<file path="config.mk">
export PLATFORM = sky130hd
export DESIGN_NAME = radix_digit_converter_flat
export DESIGN_NICKNAME = d
export VERILOG_FILES = /design/src/rtl/core/rdc_pkg.sv /design/src/rtl/core/rdc_in_if.sv /design/src/rtl/core/rdc_out_if.sv /design/src/rtl/core/rdc_divider.sv /design/src/rtl/core/rdc_digit_stack.sv /design/src/rtl/core/radix_digit_converter.sv /design/src/flat_wrapper.sv
export SDC_FILE = /design/constraint.sdc
export NUM_CORES = 1
export LEC_CHECK = 0
export BUFFER_PORTS_ARGS = -buffer_cell sky130_fd_sc_hd__buf_4
export CAP_MARGIN = 40
export CORE_MARGIN = 5
export CORE_UTILIZATION = 30
export DETAILED_ROUTE_END_ITERATION = 16
export SYNTH_ARGS = -nofsm -noshare
export SYNTH_HDL_FRONTEND = slang
export SYNTH_HIERARCHICAL = 1
export SYNTH_SLANG_ARGS = --single-unit
</file>
<file path="constraint.sdc">
create_clock -name clk -period 7.6 [get_ports clk]
set_input_delay 1.52 -clock clk [delete_from_list [all_inputs] [get_ports clk]]
set_output_delay 1.52 -clock clk [all_outputs]
set_load 0.01 [all_outputs]
</file>
<file path="src/rtl/core/rdc_pkg.sv">
// ----------------------------------------------------------------------------
// rdc_pkg
// Shared types, constants and helpers for the radix digit converter.
// ----------------------------------------------------------------------------
package rdc_pkg;

	localparam int RADIX_W = 6;
	localparam int DIGIT_W = 6;
	localparam int CHAR_W  = 7;

	localparam logic [RADIX_W-1:0] RADIX_MIN = 6'd2;
	localparam logic [RADIX_W-1:0] RADIX_MAX = 6'd36;

	localparam logic [DIGIT_W-1:0] DEC_DIGITS = 6'd10;
	localparam logic [CHAR_W-1:0]  CHAR_ZERO  = 7'h30;   // '0'
	localparam logic [CHAR_W-1:0]  CHAR_ALPHA = 7'h41;   // 'A'
	localparam logic [CHAR_W-1:0]  CHAR_NONE  = 7'h00;

	typedef enum logic [1:0] {
		ST_OK        = 2'd0,
		ST_EMPTY     = 2'd1,
		ST_BAD_RADIX = 2'd2
	} status_t;

	// digit stack controls
	typedef struct packed {
		logic clear;
		logic push;
		logic rd_en;
	} stk_ctrl_t;

	function automatic logic [CHAR_W-1:0] digit_to_ascii(input logic [DIGIT_W-1:0] d);
		logic [CHAR_W-1:0] ext;
		ext = {1'b0, d};
		if (d < DEC_DIGITS) begin
			return CHAR_ZERO + ext;
		end
		return CHAR_ALPHA + (ext - {1'b0, DEC_DIGITS});
	endfunction

endpackage

</file>
<file path="src/rtl/core/rdc_in_if.sv">
// ----------------------------------------------------------------------------
// rdc_in_if
// Input channel: one integer and its target radix per beat.
// ----------------------------------------------------------------------------
interface rdc_in_if #(
	parameter int VALUE_BITS = 31
);
	logic                            valid;
	logic                            ready;
	logic [VALUE_BITS-1:0]           value;
	logic [rdc_pkg::RADIX_W-1:0]     radix;

	modport source (output valid, output value, output radix, input ready);
	modport sink   (input valid, input value, input radix, output ready);
endinterface

</file>
<file path="src/rtl/core/rdc_out_if.sv">
// ----------------------------------------------------------------------------
// rdc_out_if
// Output channel: one ASCII digit, last flag and status per beat.
// ----------------------------------------------------------------------------
interface rdc_out_if;
	logic                          valid;
	logic                          ready;
	logic [rdc_pkg::CHAR_W-1:0]    digit_char;
	logic                          last;
	logic [1:0]                    status;

	modport source (output valid, output digit_char, output last, output status, input ready);
	modport sink   (input valid, input digit_char, input last, input status, output ready);
endinterface

</file>
<file path="src/rtl/core/rdc_divider.sv">
// ----------------------------------------------------------------------------
// rdc_divider
// Bit-serial restoring divider: one quotient bit per cycle.
// ----------------------------------------------------------------------------
module rdc_divider #(
	parameter int VALUE_BITS = 31
) (
	input  logic                               clk,
	input  logic                               arst_n,
	input  logic                               start,
	input  logic [VALUE_BITS-1:0]              dividend,
	input  logic [rdc_pkg::RADIX_W-1:0]        divisor,
	output logic                               done,
	output logic [VALUE_BITS-1:0]              quotient,
	output logic [rdc_pkg::DIGIT_W-1:0]        remainder
);
	localparam int CW = $clog2(VALUE_BITS + 1);

	logic [VALUE_BITS-1:0]            q_q;
	logic [rdc_pkg::DIGIT_W-1:0]      r_q;
	logic [rdc_pkg::RADIX_W-1:0]      div_q;
	logic [CW-1:0]                    cnt_q;
	logic                             busy_q;
	logic                             done_q;

	logic [rdc_pkg::DIGIT_W:0]        trial;
	logic [rdc_pkg::DIGIT_W:0]        diff;
	logic                             ge;

	assign trial = {r_q, q_q[VALUE_BITS-1]};
	assign diff  = trial - {1'b0, div_q};
	assign ge    = trial >= {1'b0, div_q};

	always_ff @(posedge clk or negedge arst_n) begin
		if (!arst_n) begin
			busy_q <= 1'b0;
			done_q <= 1'b0;
			cnt_q  <= '0;
		end else if (start) begin
			busy_q <= 1'b1;
			done_q <= 1'b0;
			cnt_q  <= CW'(VALUE_BITS);
		end else if (busy_q) begin
			cnt_q <= cnt_q - 1'b1;
			if (cnt_q == CW'(1)) begin
				busy_q <= 1'b0;
				done_q <= 1'b1;
			end
		end else begin
			done_q <= 1'b0;
		end
	end

	// datapath, no reset
	always_ff @(posedge clk) begin
		if (start) begin
			q_q   <= dividend;
			r_q   <= '0;
			div_q <= divisor;
		end else if (busy_q) begin
			q_q <= {q_q[VALUE_BITS-2:0], ge};
			r_q <= ge ? diff[rdc_pkg::DIGIT_W-1:0] : trial[rdc_pkg::DIGIT_W-1:0];
		end
	end

	assign done      = done_q;
	assign quotient  = q_q;
	assign remainder = r_q;
endmodule

</file>
<file path="src/rtl/core/rdc_digit_stack.sv">
// ----------------------------------------------------------------------------
// rdc_digit_stack
// Digit buffer: digits pushed least significant first, read back by address.
// ----------------------------------------------------------------------------
module rdc_digit_stack #(
	parameter int MAX_DIGITS = 31
) (
	input  logic                                   clk,
	input  logic                                   arst_n,
	input  rdc_pkg::stk_ctrl_t                     ctrl,
	input  logic [rdc_pkg::DIGIT_W-1:0]            wdata,
	input  logic [$clog2(MAX_DIGITS)-1:0]          raddr,
	output logic [rdc_pkg::DIGIT_W-1:0]            rdata,
	output logic [$clog2(MAX_DIGITS+1)-1:0]        count
);
	localparam int AW   = $clog2(MAX_DIGITS);
	localparam int CNTW = $clog2(MAX_DIGITS + 1);

	logic [rdc_pkg::DIGIT_W-1:0] digit_buffer [MAX_DIGITS];
	logic [CNTW-1:0]             count_q;
	logic [rdc_pkg::DIGIT_W-1:0] rdata_q;
	logic                        room;

	assign room = count_q < CNTW'(MAX_DIGITS);

	always_ff @(posedge clk or negedge arst_n) begin
		if (!arst_n) begin
			count_q <= '0;
		end else if (ctrl.clear) begin
			count_q <= '0;
		end else if (ctrl.push && room) begin
			count_q <= count_q + 1'b1;
		end
	end

	// higher digits beyond capacity are dropped
	always_ff @(posedge clk) begin
		if (ctrl.push && room && !ctrl.clear) begin
			digit_buffer[count_q[AW-1:0]] <= wdata;
		end
		if (ctrl.rd_en) begin
			rdata_q <= digit_buffer[raddr];
		end
	end

	assign rdata = rdata_q;
	assign count = count_q;
endmodule

</file>
<file path="src/rtl/core/radix_digit_converter.sv">
// ----------------------------------------------------------------------------
// radix_digit_converter
// Converts a non-negative integer to ASCII digits in radix 2..36, MSD first.
// ----------------------------------------------------------------------------
// Usage:
//  - number channel: one beat carries value and radix. It is taken only while
//    the converter is idle; one input is handled at a time.
//  - digits channel: one beat per digit, most significant first, last set on
//    the final one. A zero value gives one beat with status empty; a radix
//    outside 2..36 gives one beat with status bad radix, digit_char 0.
//  - Each digit costs one bit-serial division on the shared divider (one
//    quotient bit per cycle). Readout then does a buffer read and an output
//    load for each digit; the load waits while the output beat is not taken.
//  - Only the MAX_DIGITS least significant digits are kept.
//  - A finished beat waits in the output register; a stalled receiver holds
//    the converter in readout, nothing is dropped.
//  - Reset clears control state and the output register only; the digit buffer needs no clearing.
// ----------------------------------------------------------------------------
module radix_digit_converter #(
	parameter int VALUE_BITS = 31,
	parameter int MAX_DIGITS = 31
) (
	input  logic        clk,
	input  logic        arst_n,
	rdc_in_if.sink      number,
	rdc_out_if.source   digits
);
	localparam int AW   = $clog2(MAX_DIGITS);
	localparam int CNTW = $clog2(MAX_DIGITS + 1);

	typedef enum logic [2:0] {
		S_IDLE,
		S_FLAG,   // special case, single flagged beat
		S_DIV,    // divider running
		S_READ,   // buffer read issued
		S_EMIT    // load digit into output register
	} state_t;

	state_t                          state_q;
	rdc_pkg::status_t                flag_q;
	logic [rdc_pkg::RADIX_W-1:0]     radix_q;
	logic [AW-1:0]                   rd_ptr_q;

	// output register
	logic                            out_valid_q;
	logic [rdc_pkg::CHAR_W-1:0]      out_char_q;
	logic                            out_last_q;
	rdc_pkg::status_t                out_status_q;

	logic                            in_fire;
	logic                            val_zero;
	logic                            radix_bad;
	logic                            out_free;

	// divider hookup
	logic                            div_start;
	logic [VALUE_BITS-1:0]           div_dividend;
	logic [rdc_pkg::RADIX_W-1:0]     div_divisor;
	logic                            div_done;
	logic [VALUE_BITS-1:0]           div_quot;
	logic [rdc_pkg::DIGIT_W-1:0]     div_rem;
	logic                            quot_zero;

	// digit stack hookup
	rdc_pkg::stk_ctrl_t              stk_ctrl;
	logic [rdc_pkg::DIGIT_W-1:0]     stk_rdata;
	logic [CNTW-1:0]                 stk_count;
	logic [AW-1:0]                   top_idx;

	assign number.ready = (state_q == S_IDLE);
	assign in_fire      = number.valid && number.ready;
	assign val_zero     = (number.value == '0);
	assign radix_bad    = (number.radix < rdc_pkg::RADIX_MIN) ||
	                      (number.radix > rdc_pkg::RADIX_MAX);
	assign out_free     = !out_valid_q || digits.ready;
	assign quot_zero    = (div_quot == '0);

	// first division from the input beat, later ones from the last quotient
	assign div_start    = (in_fire && !val_zero && !radix_bad) ||
	                      (state_q == S_DIV && div_done && !quot_zero);
	assign div_dividend = (state_q == S_IDLE) ? number.value : div_quot;
	assign div_divisor  = (state_q == S_IDLE) ? number.radix : radix_q;

	assign stk_ctrl.clear = in_fire;
	assign stk_ctrl.push  = (state_q == S_DIV) && div_done;
	assign stk_ctrl.rd_en = (state_q == S_READ);

	// index of the most significant digit once this push lands
	assign top_idx = (stk_count == CNTW'(MAX_DIGITS)) ? AW'(MAX_DIGITS - 1)
	                                                 : stk_count[AW-1:0];

	rdc_divider #(
		.VALUE_BITS (VALUE_BITS)
	) u_div (
		.clk       (clk),
		.arst_n    (arst_n),
		.start     (div_start),
		.dividend  (div_dividend),
		.divisor   (div_divisor),
		.done      (div_done),
		.quotient  (div_quot),
		.remainder (div_rem)
	);

	rdc_digit_stack #(
		.MAX_DIGITS (MAX_DIGITS)
	) u_stack (
		.clk    (clk),
		.arst_n (arst_n),
		.ctrl   (stk_ctrl),
		.wdata  (div_rem),
		.raddr  (rd_ptr_q),
		.rdata  (stk_rdata),
		.count  (stk_count)
	);

	always_ff @(posedge clk or negedge arst_n) begin
		if (!arst_n) begin
			state_q      <= S_IDLE;
			flag_q       <= rdc_pkg::ST_OK;
			radix_q      <= '0;
			rd_ptr_q     <= '0;
			out_valid_q  <= 1'b0;
			out_char_q   <= rdc_pkg::CHAR_NONE;
			out_last_q   <= 1'b0;
			out_status_q <= rdc_pkg::ST_OK;
		end else begin
			if (out_valid_q && digits.ready) begin
				out_valid_q <= 1'b0;
			end
			unique case (state_q)
				S_IDLE: begin
					if (in_fire) begin
						radix_q <= number.radix;
						if (val_zero) begin
							flag_q  <= rdc_pkg::ST_EMPTY;
							state_q <= S_FLAG;
						end else if (radix_bad) begin
							flag_q  <= rdc_pkg::ST_BAD_RADIX;
							state_q <= S_FLAG;
						end else begin
							state_q <= S_DIV;
						end
					end
				end
				S_FLAG: begin
					if (out_free) begin
						out_valid_q  <= 1'b1;
						out_char_q   <= rdc_pkg::CHAR_NONE;
						out_last_q   <= 1'b1;
						out_status_q <= flag_q;
						state_q      <= S_IDLE;
					end
				end
				S_DIV: begin
					if (div_done && quot_zero) begin
						rd_ptr_q <= top_idx;
						state_q  <= S_READ;
					end
				end
				S_READ: begin
					state_q <= S_EMIT;
				end
				S_EMIT: begin
					if (out_free) begin
						out_valid_q  <= 1'b1;
						out_char_q   <= rdc_pkg::digit_to_ascii(stk_rdata);
						out_last_q   <= (rd_ptr_q == '0);
						out_status_q <= rdc_pkg::ST_OK;
						if (rd_ptr_q == '0) begin
							state_q <= S_IDLE;
						end else begin
							rd_ptr_q <= rd_ptr_q - 1'b1;
							state_q  <= S_READ;
						end
					end
				end
				default: begin
					state_q <= S_IDLE;
				end
			endcase
		end
	end

	assign digits.valid      = out_valid_q;
	assign digits.digit_char = out_char_q;
	assign digits.last       = out_last_q;
	assign digits.status     = out_status_q;
endmodule

</file>
<file path="src/flat_wrapper.sv">
// flat-port wrapper written by rule: the top's interface ports become plain ports
module radix_digit_converter_flat 
#(
	parameter int VALUE_BITS = 31,
	parameter int MAX_DIGITS = 31
)
  (clk, arst_n, number_valid, number_value, number_radix, number_ready, digits_valid, digits_digit_char, digits_last, digits_status, digits_ready);
  rdc_in_if #(.VALUE_BITS(VALUE_BITS)) number_i ();
  rdc_out_if digits_i ();
  input  logic clk;
  input  logic arst_n;
  input wire logic [$bits(number_i.valid)-1:0] number_valid;
  input wire logic [$bits(number_i.value)-1:0] number_value;
  input wire logic [$bits(number_i.radix)-1:0] number_radix;
  output wire logic [$bits(number_i.ready)-1:0] number_ready;
  output wire logic [$bits(digits_i.valid)-1:0] digits_valid;
  output wire logic [$bits(digits_i.digit_char)-1:0] digits_digit_char;
  output wire logic [$bits(digits_i.last)-1:0] digits_last;
  output wire logic [$bits(digits_i.status)-1:0] digits_status;
  input wire logic [$bits(digits_i.ready)-1:0] digits_ready;
  assign number_i.valid = number_valid;
  assign number_i.value = number_value;
  assign number_i.radix = number_radix;
  assign number_ready = number_i.ready;
  assign digits_valid = digits_i.valid;
  assign digits_digit_char = digits_i.digit_char;
  assign digits_last = digits_i.last;
  assign digits_status = digits_i.status;
  assign digits_i.ready = digits_ready;
  radix_digit_converter #(.VALUE_BITS(VALUE_BITS), .MAX_DIGITS(MAX_DIGITS)) u_core (.clk(clk), .arst_n(arst_n), .number(number_i), .digits(digits_i));
endmodule
</file>
==> results of run 1 <==
==> Yosys cell counts (3+ instances only) <==
| cell type | number | share of area |
|---|---|---|
| a21o_1 | 3 | 0.0018 |
| a21oi_1 | 19 | 0.0077 |
| a21oi_2 | 6 | 0.0043 |
| a22oi_1 | 21 | 0.013 |
| and2_1 | 5 | 0.0025 |
| buf_2 | 15 | 0.0061 |
| buf_4 | 3 | 0.0018 |
| buf_6 | 4 | 0.0037 |
| clkbuf_1 | 11 | 0.0034 |
| dfrtp_1 | 39 | 0.079 |
| dfxtp_1 | 6 | 0.0098 |
| edfxtp_1 | 229 | 0.56 |
| ha_1 | 17 | 0.017 |
| inv_1 | 26 | 0.0079 |
| mux2_2 | 76 | 0.070 |
| mux2i_1 | 51 | 0.042 |
| mux4_2 | 23 | 0.042 |
| nand2_1 | 54 | 0.017 |
| nand2b_1 | 11 | 0.0056 |
| nand3_1 | 16 | 0.0065 |
| nand4_1 | 12 | 0.0061 |
| nor2_1 | 57 | 0.017 |
| nor2b_1 | 9 | 0.0046 |
| nor3_1 | 10 | 0.0041 |
| nor3b_1 | 5 | 0.0031 |
| nor4_1 | 15 | 0.0076 |
| o211ai_1 | 3 | 0.0018 |
| o21ai_0 | 25 | 0.010 |
| o21ai_1 | 3 | 0.0012 |
| o31ai_1 | 3 | 0.0018 |
| or3_1 | 6 | 0.0031 |
| xnor2_1 | 11 | 0.0078 |
| xor2_1 | 4 | 0.0029 |
==> sequential cells by signal, indices dropped and copies added, names as in the netlist, 3 cells and up <==
| signal | flops |
|---|---|
| u_core/radix_q | 6 |
| u_core/u_div/div_q | 6 |
| u_core/u_stack/rdata | 6 |
| u_core/u_div/remainder | 6 |
| u_core/u_div/cnt_q | 5 |
| u_core/u_stack/digit_buffer | 186 |
| u_core/u_stack/count | 5 |
| u_core/u_div/quotient | 31 |
| u_core/digits.digit_char | 7 |
| u_core/rd_ptr_q | 5 |
| u_core/state_q | 3 |
==> per-stage QoR <==
stage	area [µm²]	std cells	util	worst slack (ns)
2_1_floorplan	12300	836	-	3.41
3_3_place_gp	13200	1396	0.326	3.00
3_5_place_dp	13400	1400	0.328	3.25
4_1_cts	14300	1454	0.353	3.83
5_1_grt	14300	1454	0.353	3.52
6_report	14300	1454	0.353	3.75
==> per-layer routing <==
metal | part of all wire | wire [µm] | track usage
met1 | 0.45 | 11700 | 0.157
met2 | 0.48 | 12700 | 0.191
met3 | 0.047 | 1240 | 0.0193
met4 | 0.023 | 601 | 0.0324
met5 | 0 | 0 | 0
==> how the worst max path moves through the flow <==
stage / start / to / slack [ns]
2_1_floorplan: number_radix[1] / u_core/u_div/quotient[0] / 3.41
3_3_place_gp: number_radix[1] / u_core/u_div/quotient[24] / 3.00
3_5_place_dp: number_value[15] / u_core/u_div/quotient[25] / 3.25
4_1_cts: number_value[15] / u_core/u_div/quotient[27] / 3.83
5_1_grt: number_value[15] / u_core/u_div/quotient[15] / 3.52
6_report: number_value[15] / u_core/u_div/quotient[27] / 3.75
==> report_power, final <==
group	total (mW)	switching [mW]	internal, mW
sequential	2.25	0.204	2.04
combinational	1.74	0.947	0.797
clock	1.43	0.576	0.857
total	5.43	1.73	3.70
==> cells by family after synthesis <==
kind of cell	count (synthesis)
fa+ha+maj	18
flops	274
buf+inv	60
simple gates	218
xor+xnor	15
compound gates	101
mux	150
==> layout make-up <==
cell class | instances | area, µm²
multi-input cells | 502 | 4040
inverters | 26 | 97.6
clock buffers | 40 | 817
flip-flops and latches | 274 | 7980
fillers | 3794 | 26300
clock inverters | 14 | 169
well taps | 532 | 666
repair buffers | 66 | 568
==> worst max-delay path: cells and delay by family <==
family	cells	cell delay (ns)
compound gates	1	0.14
buf+inv	4	1.00
simple gates	5	1.45
==> impl_metrics.py, run 1 <==
metrics = {
    "sta": {
        "setup_violations": 0,
        "holdWs_ns": 0.491,
        "fin_crit_ns": 3.85,
        "finalCritPeriodShare": 0.506,
        "rsz0062_at_grt": "false",
        "finalMaxSlewViolations": 0,
        "worst_slew_pin_slew_ns": 0.880,
        "hold_viol_final": 0,
        "clock.fmax_mhz": 260,
        "maxSlewHeadroom": 0.413,
        "finalSetupTns_ns": 0,
        "fin_skew_ns": 0.0215,
    },
    "worst_hold_path": {
        "min_delay_path_depth": 2,
        "hold_class": "flip-flop to flip-flop",
        "worstHoldStart": "u_core/digits.status[0]",
        "holdPathEnd": "u_core/digits.status[0]",
    },
    "setup_path": {
        "crit_path_start_kind": "input port",
        "worst_path_largest_cell_delay_ns": 0.35,
        "path_max_fanout": 51,
        "worstPathCellList": "buf_4 -> nor4_1 -> nand4_1 -> nor2_1 -> nor2_1 -> o2bb2ai_4 -> buf_4 -> nor2_1 -> inv_1 -> buf_16",
        "rrSetupSlack_ns": 4.08,
        "cp_common_cell": "nor2_1",
        "r2r-end": "u_core/u_div/quotient[27]",
        "rr_worst_depth": 9,
        "cp-end-kind": "flip-flop",
        "cp.required_ns": 7.90,
        "timing.rr.start": "u_core/state_q[1]",
        "crit_path_top_delay_cell": "nor4_1",
        "critPathKind": "input port to flip-flop",
        "worst_ep_arrival_time_ns": 4.15,
    },
    "finish": {
        "drive_above_1_share": 0.251,
        "num_antenna_cells": 0,
        "nNetsFinal": 958,
        "layout_commonest_cell": "edfxtp_1",
        "layout_common_cells": "229 x edfxtp_1, 76 x mux2_2, 62 x buf_4",
        "synthToLayoutAreaGrowth_pct": 16.8,
    },
    "yosys": {
        "synth-simple-area-share": 0.0895,
        "synth_compound_area_frac": 0.0548,
        "yosys-mux-area-fraction": 0.153,
        "synthFlopType": "edfxtp_1",
        "synth_top_family_by_area": "multiplexers",
        "synth_area_per_cell_um2": 14.7,
        "synthXorXnorAreaFrac": 0.0107,
        "synth_area_um2": 12300,
        "yosys_warnings": 6,
        "synthCells": 836,
        "synth-seq-area-share": 0.649,
        "synth_seq_cells": 274,
        "syn-num-nets": 895,
        "synth-adder-area-share": 0.0190,
        "synth_cell_types": 64,
        "synth-edff-count": 229,
        "async_flop_share": 0.142,
    },
    "routing": {
        "dr.first_iter.drc_count": 517,
        "route.final.wire_length_um": 26200,
        "dr.pass1.iters": 5,
        "wire_per_inst_um": 18.0,
        "num_vias": 7092,
        "viasPerCell": 4.88,
        "drt.antenna.violating_nets": 0,
        "drc": 0,
    },
    "clocking": {
        "htree_num_levels": 1,
        "cts_resized": 0,
        "clockRootBuffer": "clkbuf_16",
        "post-cts-setup-buffers": 0,
        "clk_pin_slew_ns": 0.06,
        "cts_buffer_depth": 3,
        "cts_tree": "yes",
        "cts_buffers": 29,
        "clk-insertion-delay-late_ns": 0.56,
        "ctsHoldBuffers": 0,
        "numClockSinks": 274,
    },
    "pwr": {
        "power_leakage_nw": 5.00,
        "power_density_nw_per_um2": 379,
        "irDropWorstVdd_mv": 0.178,
        "fin_total_pwr_mw": 5.43,
    },
    "floorplanning": {
        "row_count": 74,
        "die_w_um": 212,
        "io_pins": 53,
        "die_h_um": 212,
        "core_area_um2": 40600,
        "start_util": 0.302,
        "dieArea_um2": 45100,
    },
    "flow_run": {
        "maxCapViolCount": 0,
    },
    "place": {
        "place_hpwl_um": 17300,
        "port_buffers": 52,
        "gp_congestion": 0.779,
    },
    "global_route": {
        "grt_usage": 0.115,
        "antenna_found_initial": 0,
        "grt_pass1_wl_um": 41300,
        "grt_max_degree": 59,
        "grt-ovfl-total": 0,
        "grt_pass1_vias": 7307,
    },
    "status": {
        "outcome": "finished clean",
    },
}
No activity file was read; power rests on OpenSTA's default activity.
==> run 2: changes to the inputs <==
==> constraint.sdc (replaced) <==
create_clock -name clk -period 3.1 [get_ports clk]
set_input_delay 0.62 -clock clk [delete_from_list [all_inputs] [get_ports clk]]
set_output_delay 0.62 -clock clk [all_outputs]
set_load 0.01 [all_outputs]
==> run 2 against run 1 <==
Worst setup slack lost 3.3 ns. Sequential cell count unchanged. Sequential share of layout area fell by 0.73 points.
==> impl_metrics.py, run 2 (synthesized netlist as in run 1, its figures left out) <==
metrics = {
    "pwr": {
        "power_frac_seq": 0.416,
        "irDropWorstVdd_mv": 0.470,
        "power_density_nw_per_um2": 919,
        "clockPowerShare": 0.266,
        "p_int_mw": 9.06,
        "swShare": 0.322,
        "power_leakage_nw": 5.14,
        "p_comb_frac": 0.318,
        "fin_total_pwr_mw": 13.4,
        "p_switching_mw": 4.29,
    },
    "place": {
        "place_hpwl_um": 18100,
        "place_ws_ns": 0.301,
        "dp_cells": 1429,
        "gp_congestion": 0.788,
        "port_buffers": 52,
    },
    "finish": {
        "layout_commonest_cell": "edfxtp_1",
        "largest_register_ffs": 186,
        "num_antenna_cells": 0,
        "layout_common_cells": "229 x edfxtp_1, 93 x buf_4, 76 x mux2_2",
        "drive_above_1_share": 0.278,
        "nNetsFinal": 987,
        "fillers": 3863,
        "fin_cells": 1483,
        "synthToLayoutAreaGrowth_pct": 18.3,
    },
    "sta": {
        "setup_ws_ns": 0.459,
        "clock.fmax_mhz": 379,
        "finalCritPeriodShare": 0.852,
        "maxSlewHeadroom": 0.406,
        "finalSetupTns_ns": 0,
        "holdWs_ns": 0.0422,
        "setup_violations": 0,
        "rsz0062_at_grt": "false",
        "fin_crit_ns": 2.64,
        "worst_slew_pin_slew_ns": 0.892,
        "fin_skew_ns": 0.0231,
        "hold_viol_final": 0,
        "finalMaxSlewViolations": 0,
    },
    "routing": {
        "viasPerCell": 4.88,
        "wire_per_inst_um": 18.2,
        "route.final.wire_length_um": 27000,
        "drt.antenna.violating_nets": 0,
        "num_vias": 7240,
        "drc": 0,
        "dr.first_iter.drc_count": 512,
        "dr.pass1.iters": 5,
    },
    "setup_path": {
        "path_max_fanout": 38,
        "cp.required_ns": 2.48,
        "rr_worst_depth": 6,
        "r2r-end": "u_core/u_stack/digit_buffer[13][4]",
        "critPathKind": "flip-flop to output pin",
        "crit_path_start_kind": "flip-flop",
        "worst_ep_arrival_time_ns": 2.02,
        "cp-end-kind": "output pin",
        "timing.rr.start": "u_core/state_q[0]",
        "rrSetupSlack_ns": 0.48,
    },
    "global_route": {
        "grt-ovfl-total": 0,
        "grt_util_met1": 0.161,
        "grt_max_degree": 40,
        "grt_pass1_vias": 7412,
        "grt_usage": 0.119,
        "grt_pass1_wl_um": 42400,
        "use_met2": 0.197,
        "grt.met3_usage": 0.0184,
        "grt-busiest-layer": "met2",
        "antenna_found_initial": 0,
    },
    "clocking": {
        "numClockSinks": 274,
        "clk-insertion-delay-late_ns": 0.57,
        "ctsHoldBuffers": 0,
        "post-cts-setup-buffers": 0,
        "clockRootBuffer": "clkbuf_16",
        "cts_tree": "yes",
        "cts_buffers": 29,
        "cts_resized": 0,
        "htree_num_levels": 1,
        "cts_buffer_depth": 3,
        "clk_pin_slew_ns": 0.06,
    },
    "status": {
        "outcome": "finished clean",
    },
    "floorplanning": {
        "row_count": 74,
        "start_util": 0.302,
        "die_h_um": 212,
        "dieArea_um2": 45100,
        "io_pins": 53,
        "core_area_um2": 40600,
        "die_w_um": 212,
    },
    "worst_hold_path": {
        "hold_class": "input port to async pin",
    },
    "flow_run": {
        "maxCapViolCount": 0,
    },
}
run 2: cell count changes in the layout (fill, tap and decap cells not counted), sizes merged:
cell	before	now
clkinvlp	1	3
clkbuf	40	38
buf	66	95
run 2: cell type report:
class	instances	area [µm²]	area share
multi-input combinational	502	4050	0.279
clock buffer	38	820	0.0564
clock inverter	16	176	0.0121
inverter	26	101	0.00698
tap	532	666	0.0458
timing repair buffer	95	738	0.0508
sequential	274	7980	0.549
run 2: power by group through the flow:
| stage | registers (mW) | clock network (mW) | logic [mW] |
|---|---|---|---|
| after floorplan | 5.56 | 0 | 2.98 |
| after global placement | 5.63 | 0 | 4.18 |
| after detailed placement | 5.64 | 0 | 4.28 |
| after CTS | 5.57 | 3.65 | 4.30 |
| after global routing | 5.65 | 3.81 | 4.67 |
| final | 5.56 | 3.55 | 4.25 |
run 2: worst max-delay path by stage:
stage,startpoint,end,slack (ns),cells after the start
finish,u_core/state_q[1],number_ready,0.46,3
global route,u_core/state_q[1],number_ready,0.30,3
CTS,u_core/state_q[1],number_ready,0.42,3
detailed placement,number_radix[1],u_core/u_div/quotient[18],0.30,8
global placement,number_value[23],u_core/u_div/quotient[28],0.33,9
floorplan,number_radix[4],u_core/u_div/quotient[0],0.02,8
run 2: layer usage:
| metal | routed length (µm) | vias up |
|---|---|---|
| met5 | 0 | - |
| met4 | 822 | 0 |
| met3 | 1270 | 44 |
| met2 | 13100 | 150 |
| met1 | 11800 | 3662 |
| li1 | - | 3384 |
run 2: per-stage QoR:
| step | cell area, µm² | util |
|---|---|---|
| floorplan | 12300 | - |
| global placement | 13500 | 0.333 |
| detailed placement | 13500 | 0.333 |
| CTS | 14500 | 0.357 |
| global route | 14500 | 0.357 |
| finish | 14500 | 0.357 |
run 2: worst max-delay path: stages (launching register included):
cell and delay, ns:
dfrtp_1 0.53, nor3_2 0.24, buf_4 0.46, buf_4 0.21
